## src/hw/rtl/etok_pkg.sv

```systemverilog
package etok_pkg;

    // token text buffer
    localparam int MAX_TEXT = 32;
    localparam int ADDR_W   = $clog2(MAX_TEXT);
    localparam int LEN_W    = $clog2(MAX_TEXT + 1);
    localparam int KW_LEN   = 3;

    // item field widths
    localparam int CHAR_W = 8;
    localparam int KIND_W = 4;
    localparam int POS_W  = 5;

    // character codes
    localparam logic [CHAR_W-1:0] CH_PLUS   = 8'h2B;
    localparam logic [CHAR_W-1:0] CH_MINUS  = 8'h2D;
    localparam logic [CHAR_W-1:0] CH_STAR   = 8'h2A;
    localparam logic [CHAR_W-1:0] CH_SLASH  = 8'h2F;
    localparam logic [CHAR_W-1:0] CH_LPAREN = 8'h28;
    localparam logic [CHAR_W-1:0] CH_RPAREN = 8'h29;
    localparam logic [CHAR_W-1:0] CH_EQUAL  = 8'h3D;
    localparam logic [CHAR_W-1:0] CH_COMMA  = 8'h2C;
    localparam logic [CHAR_W-1:0] CH_DOT    = 8'h2E;
    localparam logic [CHAR_W-1:0] CH_SPACE  = 8'h20;
    localparam logic [CHAR_W-1:0] CH_TAB    = 8'h09;
    localparam logic [CHAR_W-1:0] CH_CR     = 8'h0D;
    localparam logic [CHAR_W-1:0] CH_LF     = 8'h0A;
    localparam logic [CHAR_W-1:0] CH_ZERO   = 8'h30;
    localparam logic [CHAR_W-1:0] CH_NINE   = 8'h39;
    localparam logic [CHAR_W-1:0] CH_UC_A   = 8'h41;
    localparam logic [CHAR_W-1:0] CH_UC_Z   = 8'h5A;
    localparam logic [CHAR_W-1:0] CH_LC_A   = 8'h61;
    localparam logic [CHAR_W-1:0] CH_LC_Z   = 8'h7A;
    localparam logic [CHAR_W-1:0] CH_LC_F   = 8'h66;
    localparam logic [CHAR_W-1:0] CH_LC_N   = 8'h6E;
    localparam logic [CHAR_W-1:0] CH_LC_V   = 8'h76;
    localparam logic [CHAR_W-1:0] CH_LC_R   = 8'h72;
    localparam logic [CHAR_W-1:0] CH_NUL    = 8'h00;

    typedef enum logic [KIND_W-1:0] {
        KIND_ADD      = 4'd0,
        KIND_MINUS    = 4'd1,
        KIND_MULTIPLY = 4'd2,
        KIND_DIVIDE   = 4'd3,
        KIND_LPAREN   = 4'd4,
        KIND_RPAREN   = 4'd5,
        KIND_EQUAL    = 4'd6,
        KIND_COMMA    = 4'd7,
        KIND_FN       = 4'd8,
        KIND_VAR      = 4'd9,
        KIND_NAME     = 4'd10,
        KIND_NUMBER   = 4'd11,
        KIND_EOL      = 4'd12
    } token_kind_t;

    typedef enum logic [1:0] {
        MODE_IDLE   = 2'd0,
        MODE_NAME   = 2'd1,
        MODE_NUMBER = 2'd2,
        MODE_HALT   = 2'd3
    } scan_mode_t;

    typedef enum logic [2:0] {
        CLS_LETTER,
        CLS_DIGIT,
        CLS_DOT,
        CLS_SPACE,
        CLS_OP,
        CLS_OTHER
    } char_class_t;

    typedef enum logic [2:0] {
        ST_IDLE,
        ST_FLUSH,
        ST_DRAIN,
        ST_BODY,
        ST_EOL
    } seq_state_t;

    typedef struct packed {
        token_kind_t       kind;
        logic [CHAR_W-1:0] text_char;
        logic [POS_W-1:0]  text_position;
        logic              token_last;
        logic              truncated;
    } token_item_t;

    typedef struct packed {
        logic              we;
        logic [ADDR_W-1:0] waddr;
        logic [CHAR_W-1:0] wdata;
        logic [ADDR_W-1:0] raddr;
    } text_req_t;

    function automatic char_class_t classify(input logic [CHAR_W-1:0] c);
        char_class_t r;
        if ((c >= CH_LC_A && c <= CH_LC_Z) || (c >= CH_UC_A && c <= CH_UC_Z))
            r = CLS_LETTER;
        else if (c >= CH_ZERO && c <= CH_NINE)
            r = CLS_DIGIT;
        else if (c == CH_DOT)
            r = CLS_DOT;
        else if (c == CH_SPACE || c == CH_TAB || c == CH_CR || c == CH_LF)
            r = CLS_SPACE;
        else if (c == CH_PLUS || c == CH_MINUS || c == CH_STAR || c == CH_SLASH ||
                 c == CH_LPAREN || c == CH_RPAREN || c == CH_EQUAL || c == CH_COMMA)
            r = CLS_OP;
        else
            r = CLS_OTHER;
        return r;
    endfunction

    function automatic token_kind_t op_kind(input logic [CHAR_W-1:0] c);
        token_kind_t k;
        case (c)
            CH_PLUS:   k = KIND_ADD;
            CH_MINUS:  k = KIND_MINUS;
            CH_STAR:   k = KIND_MULTIPLY;
            CH_SLASH:  k = KIND_DIVIDE;
            CH_LPAREN: k = KIND_LPAREN;
            CH_RPAREN: k = KIND_RPAREN;
            CH_EQUAL:  k = KIND_EQUAL;
            CH_COMMA:  k = KIND_COMMA;
            default:   k = KIND_EOL;
        endcase
        return k;
    endfunction

endpackage

```

## src/hw/rtl/etok_in_if.sv

```systemverilog
interface etok_in_if
    import etok_pkg::*;
();
    logic              valid;
    logic              ready;
    logic [CHAR_W-1:0] char_in;
    logic              end_of_text;

    modport source (output valid, output char_in, output end_of_text, input ready);
    modport sink   (input valid, input char_in, input end_of_text, output ready);
endinterface

```

## src/hw/rtl/etok_out_if.sv

```systemverilog
interface etok_out_if
    import etok_pkg::*;
();
    logic              valid;
    logic              ready;
    logic [KIND_W-1:0] token_kind;
    logic [CHAR_W-1:0] text_char;
    logic [POS_W-1:0]  text_position;
    logic              token_last;
    logic              truncated;

    modport source (output valid, output token_kind, output text_char,
                    output text_position, output token_last, output truncated,
                    input ready);
    modport sink   (input valid, input token_kind, input text_char,
                    input text_position, input token_last, input truncated,
                    output ready);
endinterface

```

## src/hw/rtl/etok_ram.sv

```systemverilog
module etok_ram #(
    parameter int WIDTH = 8,
    parameter int DEPTH = 32
) (
    input  logic                     clk,
    input  logic                     we,
    input  logic [$clog2(DEPTH)-1:0] waddr,
    input  logic [WIDTH-1:0]         wdata,
    input  logic [$clog2(DEPTH)-1:0] raddr,
    output logic [WIDTH-1:0]         rdata
);
    logic [WIDTH-1:0] mem [DEPTH];

    always_ff @(posedge clk)
    begin
        if (we)
        begin
            mem[waddr] <= wdata;
        end
        rdata <= mem[raddr];
    end
endmodule

```

## src/hw/rtl/etok_out_stage.sv

```systemverilog
module etok_out_stage
    import etok_pkg::*;
(
    input  logic         clk,
    input  logic         rst_n,
    input  logic         emit,
    input  token_item_t  item,
    output logic         slot_free,
    etok_out_if.source   out_ch
);
    logic        valid_reg, valid_next;
    token_item_t item_reg, item_next;

    // slot frees up in the same cycle the held item transfers
    assign slot_free = !valid_reg || out_ch.ready;

    always_comb
    begin
        valid_next = valid_reg;
        item_next  = item_reg;
        if (emit && slot_free)
        begin
            valid_next = 1'b1;
            item_next  = item;
        end
        else if (out_ch.ready)
        begin
            valid_next = 1'b0;
        end
    end

    always_ff @(posedge clk or negedge rst_n)
    begin
        if (!rst_n)
        begin
            valid_reg <= 1'b0;
        end
        else
        begin
            valid_reg <= valid_next;
        end
    end

    always_ff @(posedge clk)
    begin
        item_reg <= item_next;
    end

    assign out_ch.valid         = valid_reg;
    assign out_ch.token_kind    = item_reg.kind;
    assign out_ch.text_char     = item_reg.text_char;
    assign out_ch.text_position = item_reg.text_position;
    assign out_ch.token_last    = item_reg.token_last;
    assign out_ch.truncated     = item_reg.truncated;
endmodule

```

## src/hw/rtl/etok_ctrl.sv

```systemverilog
module etok_ctrl
    import etok_pkg::*;
(
    input  logic              clk,
    input  logic              rst_n,
    input  logic              in_valid,
    output logic              in_ready,
    input  logic [CHAR_W-1:0] char_in,
    input  logic              end_of_text,
    input  logic              slot_free,
    output logic              emit,
    output token_item_t       item,
    output text_req_t         text_req,
    input  logic [CHAR_W-1:0] text_rdata
);
    seq_state_t        state_reg, state_next;
    scan_mode_t        mode_reg, mode_next;
    char_class_t       cls_reg, cls_next;
    logic              dot_reg, dot_next;
    logic              ovf_reg, ovf_next;
    logic              tail_reg, tail_next;
    logic [LEN_W-1:0]  len_reg, len_next;
    logic [ADDR_W-1:0] idx_reg, idx_next;
    logic [CHAR_W-1:0] char_reg, char_next;
    logic              eot_reg, eot_next;
    logic [CHAR_W-1:0] kw_reg [KW_LEN];
    logic [CHAR_W-1:0] kw_next [KW_LEN];

    char_class_t       in_cls;
    logic              pre_flush;
    logic              flush_done;
    logic              token_open;
    logic              is_fn;
    logic              is_var;
    logic              drain_last;
    logic [LEN_W-1:0]  idx_ext;

    assign in_cls     = classify(char_in);
    assign token_open = (mode_reg == MODE_NAME) || (mode_reg == MODE_NUMBER);
    assign is_fn      = (mode_reg == MODE_NAME) && !ovf_reg && (len_reg == LEN_W'(2)) &&
                        (kw_reg[0] == CH_LC_F) && (kw_reg[1] == CH_LC_N);
    assign is_var     = (mode_reg == MODE_NAME) && !ovf_reg && (len_reg == LEN_W'(3)) &&
                        (kw_reg[0] == CH_LC_V) && (kw_reg[1] == CH_LC_A) &&
                        (kw_reg[2] == CH_LC_R);
    assign idx_ext    = LEN_W'(idx_reg);
    assign drain_last = (idx_ext + LEN_W'(1)) == len_reg;

    // does the incoming character end the pending token first
    always_comb
    begin
        case (in_cls)
            CLS_LETTER: pre_flush = (mode_reg == MODE_NUMBER);
            CLS_DIGIT:  pre_flush = (mode_reg == MODE_NAME);
            CLS_DOT:    pre_flush = (mode_reg == MODE_NAME) ||
                                    ((mode_reg == MODE_NUMBER) && dot_reg);
            default:    pre_flush = 1'b1;
        endcase
    end

    always_comb
    begin
        state_next = state_reg;
        mode_next  = mode_reg;
        cls_next   = cls_reg;
        dot_next   = dot_reg;
        ovf_next   = ovf_reg;
        tail_next  = tail_reg;
        len_next   = len_reg;
        idx_next   = idx_reg;
        char_next  = char_reg;
        eot_next   = eot_reg;
        kw_next    = kw_reg;
        in_ready   = 1'b0;
        emit       = 1'b0;
        item       = '{kind: KIND_EOL, text_char: CH_NUL, text_position: '0,
                       token_last: 1'b1, truncated: 1'b0};
        flush_done = 1'b0;
        text_req.we    = 1'b0;
        text_req.waddr = len_reg[ADDR_W-1:0];
        text_req.wdata = char_reg;

        case (state_reg)
            ST_IDLE:
            begin
                in_ready = 1'b1;
                if (in_valid)
                begin
                    char_next = char_in;
                    eot_next  = end_of_text;
                    cls_next  = in_cls;
                    tail_next = 1'b0;
                    if (mode_reg == MODE_HALT)
                    begin
                        if (end_of_text)
                        begin
                            mode_next = MODE_IDLE;
                        end
                    end
                    else if (pre_flush)
                    begin
                        state_next = ST_FLUSH;
                    end
                    else
                    begin
                        state_next = ST_BODY;
                    end
                end
            end

            ST_FLUSH:
            begin
                if (token_open && (is_fn || is_var))
                begin
                    emit      = 1'b1;
                    item.kind = is_fn ? KIND_FN : KIND_VAR;
                    if (slot_free)
                    begin
                        flush_done = 1'b1;
                    end
                end
                else if (token_open)
                begin
                    idx_next   = '0;
                    state_next = ST_DRAIN;
                end
                else
                begin
                    flush_done = 1'b1;
                end
            end

            ST_DRAIN:
            begin
                emit               = 1'b1;
                item.kind          = (mode_reg == MODE_NAME) ? KIND_NAME : KIND_NUMBER;
                item.text_char     = text_rdata;
                item.text_position = POS_W'(idx_reg);
                item.token_last    = drain_last;
                item.truncated     = ovf_reg;
                if (slot_free)
                begin
                    if (drain_last)
                    begin
                        flush_done = 1'b1;
                    end
                    else
                    begin
                        idx_next = idx_reg + ADDR_W'(1);
                    end
                end
            end

            ST_BODY:
            begin
                case (cls_reg)
                    CLS_LETTER, CLS_DIGIT, CLS_DOT:
                    begin
                        mode_next = (cls_reg == CLS_LETTER) ? MODE_NAME : MODE_NUMBER;
                        if (cls_reg == CLS_DOT)
                        begin
                            dot_next = 1'b1;
                        end
                        if (len_reg < LEN_W'(MAX_TEXT))
                        begin
                            text_req.we = 1'b1;
                            len_next    = len_reg + LEN_W'(1);
                            for (int k = 0; k < KW_LEN; k++)
                            begin
                                if (len_reg == LEN_W'(k))
                                begin
                                    kw_next[k] = char_reg;
                                end
                            end
                        end
                        else
                        begin
                            ovf_next = 1'b1;
                        end
                    end
                    CLS_OP:
                    begin
                        emit           = 1'b1;
                        item.kind      = op_kind(char_reg);
                        item.text_char = char_reg;
                    end
                    CLS_OTHER:
                    begin
                        emit = 1'b1;
                    end
                    default:
                    begin
                    end
                endcase

                if (!emit || slot_free)
                begin
                    if (cls_reg == CLS_OTHER)
                    begin
                        // eol already given: halt, or end of text releases at once
                        mode_next  = eot_reg ? MODE_IDLE : MODE_HALT;
                        state_next = ST_IDLE;
                    end
                    else if (eot_reg)
                    begin
                        tail_next  = 1'b1;
                        state_next = ST_FLUSH;
                    end
                    else
                    begin
                        state_next = ST_IDLE;
                    end
                end
            end

            ST_EOL:
            begin
                emit = 1'b1;
                if (slot_free)
                begin
                    state_next = ST_IDLE;
                end
            end

            default:
            begin
                state_next = ST_IDLE;
            end
        endcase

        if (flush_done)
        begin
            mode_next  = MODE_IDLE;
            dot_next   = 1'b0;
            len_next   = '0;
            ovf_next   = 1'b0;
            state_next = tail_reg ? ST_EOL : ST_BODY;
        end

        // read one ahead so the data lines up with idx_reg
        text_req.raddr = idx_next;
    end

    always_ff @(posedge clk or negedge rst_n)
    begin
        if (!rst_n)
        begin
            state_reg <= ST_IDLE;
            mode_reg  <= MODE_IDLE;
            cls_reg   <= CLS_SPACE;
            dot_reg   <= 1'b0;
            ovf_reg   <= 1'b0;
            tail_reg  <= 1'b0;
            len_reg   <= '0;
            idx_reg   <= '0;
        end
        else
        begin
            state_reg <= state_next;
            mode_reg  <= mode_next;
            cls_reg   <= cls_next;
            dot_reg   <= dot_next;
            ovf_reg   <= ovf_next;
            tail_reg  <= tail_next;
            len_reg   <= len_next;
            idx_reg   <= idx_next;
        end
    end

    always_ff @(posedge clk)
    begin
        char_reg <= char_next;
        eot_reg  <= eot_next;
        kw_reg   <= kw_next;
    end

    a_len_bound: assert property (@(posedge clk) disable iff (!rst_n)
        len_reg <= LEN_W'(MAX_TEXT))
        else $error("text length beyond buffer");

    a_ovf_full: assert property (@(posedge clk) disable iff (!rst_n)
        ovf_reg |-> (len_reg == LEN_W'(MAX_TEXT)))
        else $error("overflow flagged with room left");

    a_drain_mode: assert property (@(posedge clk) disable iff (!rst_n)
        (state_reg == ST_DRAIN) |-> (mode_reg == MODE_NAME || mode_reg == MODE_NUMBER))
        else $error("draining with no open token");

    a_halt_empty: assert property (@(posedge clk) disable iff (!rst_n)
        (mode_reg == MODE_HALT) |-> (len_reg == '0 && !ovf_reg))
        else $error("halted with buffered text");

    a_drain_in_range: assert property (@(posedge clk) disable iff (!rst_n)
        (state_reg == ST_DRAIN) |-> (idx_ext < len_reg))
        else $error("drain index past text length");
endmodule

```

## src/hw/rtl/expression_tokenizer.sv

```systemverilog
// expression tokenizer: one character per input transfer, token items out
// a character needing no flush is accepted, then takes one step; a flush adds a flush step,
// and draining a name or number then adds a step per stored character (a keyword adds none)
// end of text adds a flush and an eol step, an other character with it adds neither; results
// leave through the output register, loaded at their step; stalls on out_ch extend steps
// reset (rst_n low, asynchronous) clears sequencer, scan mode and output valid; no store clear
module expression_tokenizer
    import etok_pkg::*;
(
    input  logic      clk,
    input  logic      rst_n,
    etok_in_if.sink   in_ch,
    etok_out_if.source out_ch
);
    // sequencer to output register
    logic              emit;
    token_item_t       item;
    logic              slot_free;

    // token text store, written at the fill count, read by the drain index
    text_req_t         text_req;
    logic [CHAR_W-1:0] text_rdata;

    // classification, buffering and token emission under one sequencer;
    // the buffer drain walks the store one character a cycle while the output slot is free
    etok_ctrl u_ctrl (
        .clk         (clk),
        .rst_n       (rst_n),
        .in_valid    (in_ch.valid),
        .in_ready    (in_ch.ready),
        .char_in     (in_ch.char_in),
        .end_of_text (in_ch.end_of_text),
        .slot_free   (slot_free),
        .emit        (emit),
        .item        (item),
        .text_req    (text_req),
        .text_rdata  (text_rdata)
    );

    // registered read, address presented in the cycle before its data is used
    etok_ram #(
        .WIDTH (CHAR_W),
        .DEPTH (MAX_TEXT)
    ) u_text_ram (
        .clk   (clk),
        .we    (text_req.we),
        .waddr (text_req.waddr),
        .wdata (text_req.wdata),
        .raddr (text_req.raddr),
        .rdata (text_rdata)
    );

    // output register: a waiting result does not block the next load once taken
    etok_out_stage u_out (
        .clk       (clk),
        .rst_n     (rst_n),
        .emit      (emit),
        .item      (item),
        .slot_free (slot_free),
        .out_ch    (out_ch)
    );
endmodule

```

## src/flat_wrapper.sv

```systemverilog
// flat-port wrapper written by rule: the top's interface ports become plain ports
module expression_tokenizer_flat import etok_pkg::*;
  (clk, rst_n, in_ch_valid, in_ch_char_in, in_ch_end_of_text, in_ch_ready, out_ch_valid, out_ch_token_kind, out_ch_text_char, out_ch_text_position, out_ch_token_last, out_ch_truncated, out_ch_ready);
  etok_in_if in_ch_i ();
  etok_out_if out_ch_i ();
  input  logic clk;
  input  logic rst_n;
  input wire logic [$bits(in_ch_i.valid)-1:0] in_ch_valid;
  input wire logic [$bits(in_ch_i.char_in)-1:0] in_ch_char_in;
  input wire logic [$bits(in_ch_i.end_of_text)-1:0] in_ch_end_of_text;
  output wire logic [$bits(in_ch_i.ready)-1:0] in_ch_ready;
  output wire logic [$bits(out_ch_i.valid)-1:0] out_ch_valid;
  output wire logic [$bits(out_ch_i.token_kind)-1:0] out_ch_token_kind;
  output wire logic [$bits(out_ch_i.text_char)-1:0] out_ch_text_char;
  output wire logic [$bits(out_ch_i.text_position)-1:0] out_ch_text_position;
  output wire logic [$bits(out_ch_i.token_last)-1:0] out_ch_token_last;
  output wire logic [$bits(out_ch_i.truncated)-1:0] out_ch_truncated;
  input wire logic [$bits(out_ch_i.ready)-1:0] out_ch_ready;
  assign in_ch_i.valid = in_ch_valid;
  assign in_ch_i.char_in = in_ch_char_in;
  assign in_ch_i.end_of_text = in_ch_end_of_text;
  assign in_ch_ready = in_ch_i.ready;
  assign out_ch_valid = out_ch_i.valid;
  assign out_ch_token_kind = out_ch_i.token_kind;
  assign out_ch_text_char = out_ch_i.text_char;
  assign out_ch_text_position = out_ch_i.text_position;
  assign out_ch_token_last = out_ch_i.token_last;
  assign out_ch_truncated = out_ch_i.truncated;
  assign out_ch_i.ready = out_ch_ready;
  expression_tokenizer u_core (.clk(clk), .rst_n(rst_n), .in_ch(in_ch_i), .out_ch(out_ch_i));
endmodule
```

## config.mk

```make
export PLATFORM = sky130hd
export DESIGN_NAME = expression_tokenizer_flat
export DESIGN_NICKNAME = d
export VERILOG_FILES = /design/src/hw/rtl/etok_pkg.sv /design/src/hw/rtl/etok_in_if.sv /design/src/hw/rtl/etok_out_if.sv /design/src/hw/rtl/etok_ram.sv /design/src/hw/rtl/etok_out_stage.sv /design/src/hw/rtl/etok_ctrl.sv /design/src/hw/rtl/expression_tokenizer.sv /design/src/flat_wrapper.sv
export SDC_FILE = /design/constraint.sdc
export NUM_CORES = 1
export LEC_CHECK = 0
export BUFFER_PORTS_ARGS = -buffer_cell sky130_fd_sc_hd__buf_4
export CAP_MARGIN = 20
export CORE_MARGIN = 4
export CORE_UTILIZATION = 25
export CTS_CLUSTER_DIAMETER = 50
export DETAILED_ROUTE_END_ITERATION = 10
export PLACE_DENSITY = 0.41
export SYNTH_ARGS = -nofsm -noshare
export SYNTH_HDL_FRONTEND = slang
export SYNTH_HIERARCHICAL = 1
export SYNTH_SLANG_ARGS = --single-unit
```

## constraint.sdc

```tcl
create_clock -name clk -period 4 [get_ports clk]
set_input_delay 0.6 -clock clk [delete_from_list [all_inputs] [get_ports clk]]
set_output_delay 0.6 -clock clk [all_outputs]
set_load 0.05 [all_outputs]
```

==> impl_metrics.csv <==
group,metric,value,unit
synthesis,async_flop_share,0.06785,
placement,place_congestion,0.7354,
synthesis,yosysMostFrequentCell,"edfxtp_1",
clock_network,tritoncts,"done",
synthesis,synth_area,13790,µm²
routing,drtIter0Drc,430,
synthesis,synth-simple-area-share,0.06733,
synthesis,synthXorXnorAreaFrac,0.008711,
clock_network,clockBufferDepth,3,
floorplan,die_h,242.9,µm
cells_and_area,largest_reg_flops,256,
timing,tns,0,ns
timing,fmax,256.6,MHz
timing,drv_slew,0,
routing,antenna_left,0,
critical_path,critPathKind,"reg -> reg",
cells_and_area,final_cells,1587,
cells_and_area,fill_cells,5251,
pwr,irDropWorstVdd,0.2831,mV
floorplan,row_count,85,
clock_network,cts_htree_levels,2,
critical_path,critPathTopFamily,"simple AND/OR/NAND/NOR gates",
timing,skew,0.01265,ns
grt,grt_first_pass_wirelength,52.45,mm
synthesis,synth_top_family_by_area,"multiplexers",
synthesis,synth-edff-count,308,
pwr,leakagePower,5.624,nW
cells_and_area,area_growth,23.79,%
critical_path,crit_buf_inv,2,
grt,antenna_found_initial,2,
synthesis,synth_fa_ha_area_frac,0.007259,
floorplan,ios,34,
synthesis,yosysWarnings,6,
synthesis,netlist.area_leader.share,0.6707,
routing,route.detailed.drc,0,
min_path,hp-class,"in -> reg",
synthesis,avgSynthCellArea,18.86,µm²
cells_and_area,fin_nets,879,
critical_path,end_kind,"flop",
clock_network,clk_pin_slew,0.06,ns
synthesis,synth_fp_nets,752,
critical_path,worstPathRequired,4.44,ns
timing,period_needed,3.897,ns
grt,grt_use_total,0.1202,
timing,finalHoldViolations,0,
floorplan,dieWidth,242.9,µm
routing,vias,7234,
timing,slew_headroom,0.2745,
timing,rsz0062_at_grt,"false",
routing,wl,35.63,mm
synthesis,muxShareOfSynthArea,0.1416,
placement,numPortBuffers,33,
cells_and_area,final_cell_area,17070,µm²
floorplan,core,54240,µm²
critical_path,crit_slowest_cell,"or4_4",
clock_network,clock_latency,0.55,ns
timing,setup_violations,0,
timing,whs,0.2377,ns
critical_path,critPathMaxFanout,6,
placement,place_inst,1500,
routing,wl_per_cell,22.45,µm
timing,tightest_slew,1.088,ns
pwr,power_density,788.6,nW/µm²
timing,finalCritPeriodShare,0.9743,
grt,grt_pass1_vias,7573,
floorplan,dieArea,58980,µm²
cells_and_area,antenna_cells,0,
grt,grt_overflow,0,
synthesis,ys_ff_latch,339,
clock_network,cts_made_buffers,41,
routing,drt-pass1-iter-count,5,
synthesis,yosysUniqueCellTypes,68,
pwr,power,0.01346,W
flow_run,cap_violations,0,
critical_path,worst_setup_path_start_kind,"flop",
synthesis,synthTopCellsByCount,"308 x edfxtp_1, 80 x mux4_2, 55 x nor2_1",
run_status,outcome,"complete, no violations",
critical_path,crit_chain,"or4_1 -> or4_4 -> a211oi_4 -> or2b_4 -> nand3_4 -> o21ai_4 -> buf_12 -> buf_12 -> mux4_2 -> mux4_2 -> mux2_2",
synthesis,synth_compound_area_frac,0.03457,
clock_network,cts-root-buf,"clkbuf_16",
clock_network,cts.sinks,339,
cells_and_area,drive_gt1_frac,0.3401,
placement,place_area,15380,µm²
synthesis,syn_inst,731,
synthesis,synth_area_leader_cell,"edfxtp_1",
routing,routed_via_density,4.558,
critical_path,critical-path-max-stage-delay,0.55,ns
critical_path,arrival,4.34,ns
placement,dpl.hpwl,22.75,mm
synthesis,ys.flop_type,"edfxtp_1",
synthesis,synthTopCellsByArea,"edfxtp_1 67%, mux4_2 13%, dfrtp_1 3.8%",
floorplan,initial_utilization,0.2542,
synthesis,seq_area_frac_synth,0.7243,
grt,grt_max_degree,43,
[routing by layer]
layer | vias to the layer above | share of wire | track usage
li1 | 3220 | - | -
met1 | 3843 | 0.47 | 0.1696
met2 | 121 | 0.47 | 0.1896
met3 | 50 | 0.040 | 0.02273
met4 | 0 | 0.023 | 0.03565
met5 | - | 0 | 0
[report_power, final]
| part | total [W] | internal [W] | switching, W |
|---|---|---|---|
| clock | 0.00393 | 0.00246 | 0.00147 |
| sequential | 0.00457 | 0.00436 | 0.000212 |
| combinational | 0.00496 | 0.00239 | 0.00258 |
[final cells by class]
| cell class | count | area [µm²] | share of cell area |
|---|---|---|---|
| Timing Repair Buffer | 118 | 1085 | 0.06355 |
| Inverter | 10 | 37.54 | 0.002199 |
| Clock buffer | 57 | 1179 | 0.06905 |
| Clock inverter | 19 | 275.3 | 0.01613 |
| Multi-Input combinational cell | 348 | 3636 | 0.2130 |
| Tap cell | 696 | 870.8 | 0.05102 |
| Sequential cell | 339 | 9987 | 0.5851 |
[through the flow]
step           utilization  setup slack [ns]
2_1_floorplan            -           0.01468
3_3_place_gp        0.2836           -0.1026
3_5_place_dp        0.2836          -0.05091
4_1_cts             0.3121           0.02440
5_1_grt             0.3147          0.005408
6_report            0.3147            0.1027
[worst register-to-register path, cell delays in order, from the launching register on]
cell and delay (ns):
edfxtp_1 0.36, or4_1 0.53, or4_4 0.55, a211oi_4 0.23, or2b_4 0.17, nand3_4 0.08, o21ai_4 0.21, buf_12 0.21
buf_12 0.14, mux4_2 0.50, mux4_2 0.52, mux2_2 0.28
[repair_timing]
item                                    4_1_cts  5_1_grt
setup buffers                                 3        3
gates cloned                                  1        3
pin swaps                                     0        3
endpoints found under the setup margin        6        8
endpoints found under the hold margin        21        0
hold buffers                                  1        0
resized for setup                             6       11
[placed cells by master, fill, tap and decap left out, types with 3 or more instances in the layout]
master      count
nor3_1          7
o21ai_2         3
nand2b_1        8
buf_12          9
clkbuf_8        5
nand2_1        26
edfxtp_1      308
dfrtp_1        21
a22o_1          8
or3_1           3
o31ai_1         3
nand3_1        12
xor2_1          5
or3b_2          6
and3_1          5
nand4_1         4
clkbuf_1        9
nor2_1         55
nor4bb_1        3
mux2i_1         5
clkbuf_16      46
inv_1          10
bufinv_16       6
a21oi_1        15
dfxtp_1         8
inv_6           3
nand3b_1        6
a31oi_1         3
clkinvlp_4      5
a21o_1          3
buf_4         102
o21ai_0         8
mux2_2          8
nor2b_1         3
ha_1            7
and2_1          7
mux4_2         80
xnor2_1         6
[path summary, 6_finish.rpt]
check	from	end	slack, ns	cells after the start
max reg2reg	u_core/u_ctrl/kw_reg[9]	u_core/u_text_ram/rdata[3]	0.10	11
min reg2reg	u_core/u_ctrl/dot_reg	u_core/u_ctrl/dot_reg	0.52	2
min	in_ch_end_of_text	u_core/u_ctrl/eot_reg	0.24	1
min in group asynchronous	rst_n	u_core/u_out/out_ch.valid	0.50	2
max in group asynchronous	rst_n	u_core/u_ctrl/cls_reg[1]	3.20	2
max	u_core/u_ctrl/kw_reg[9]	u_core/u_text_ram/rdata[3]	0.10	11
[logic make-up (layout without fill, tap and decap cells)]
group / after synthesis / count (layout)
xor+xnor: 12 / 12
compound gates: 66 / 66
mux: 94 / 94
fa+ha+maj: 8 / 8
buf+inv: 44 / 204
simple gates: 168 / 168
flops: 339 / 339
Note: power is estimated with default switching activity, not from simulation.
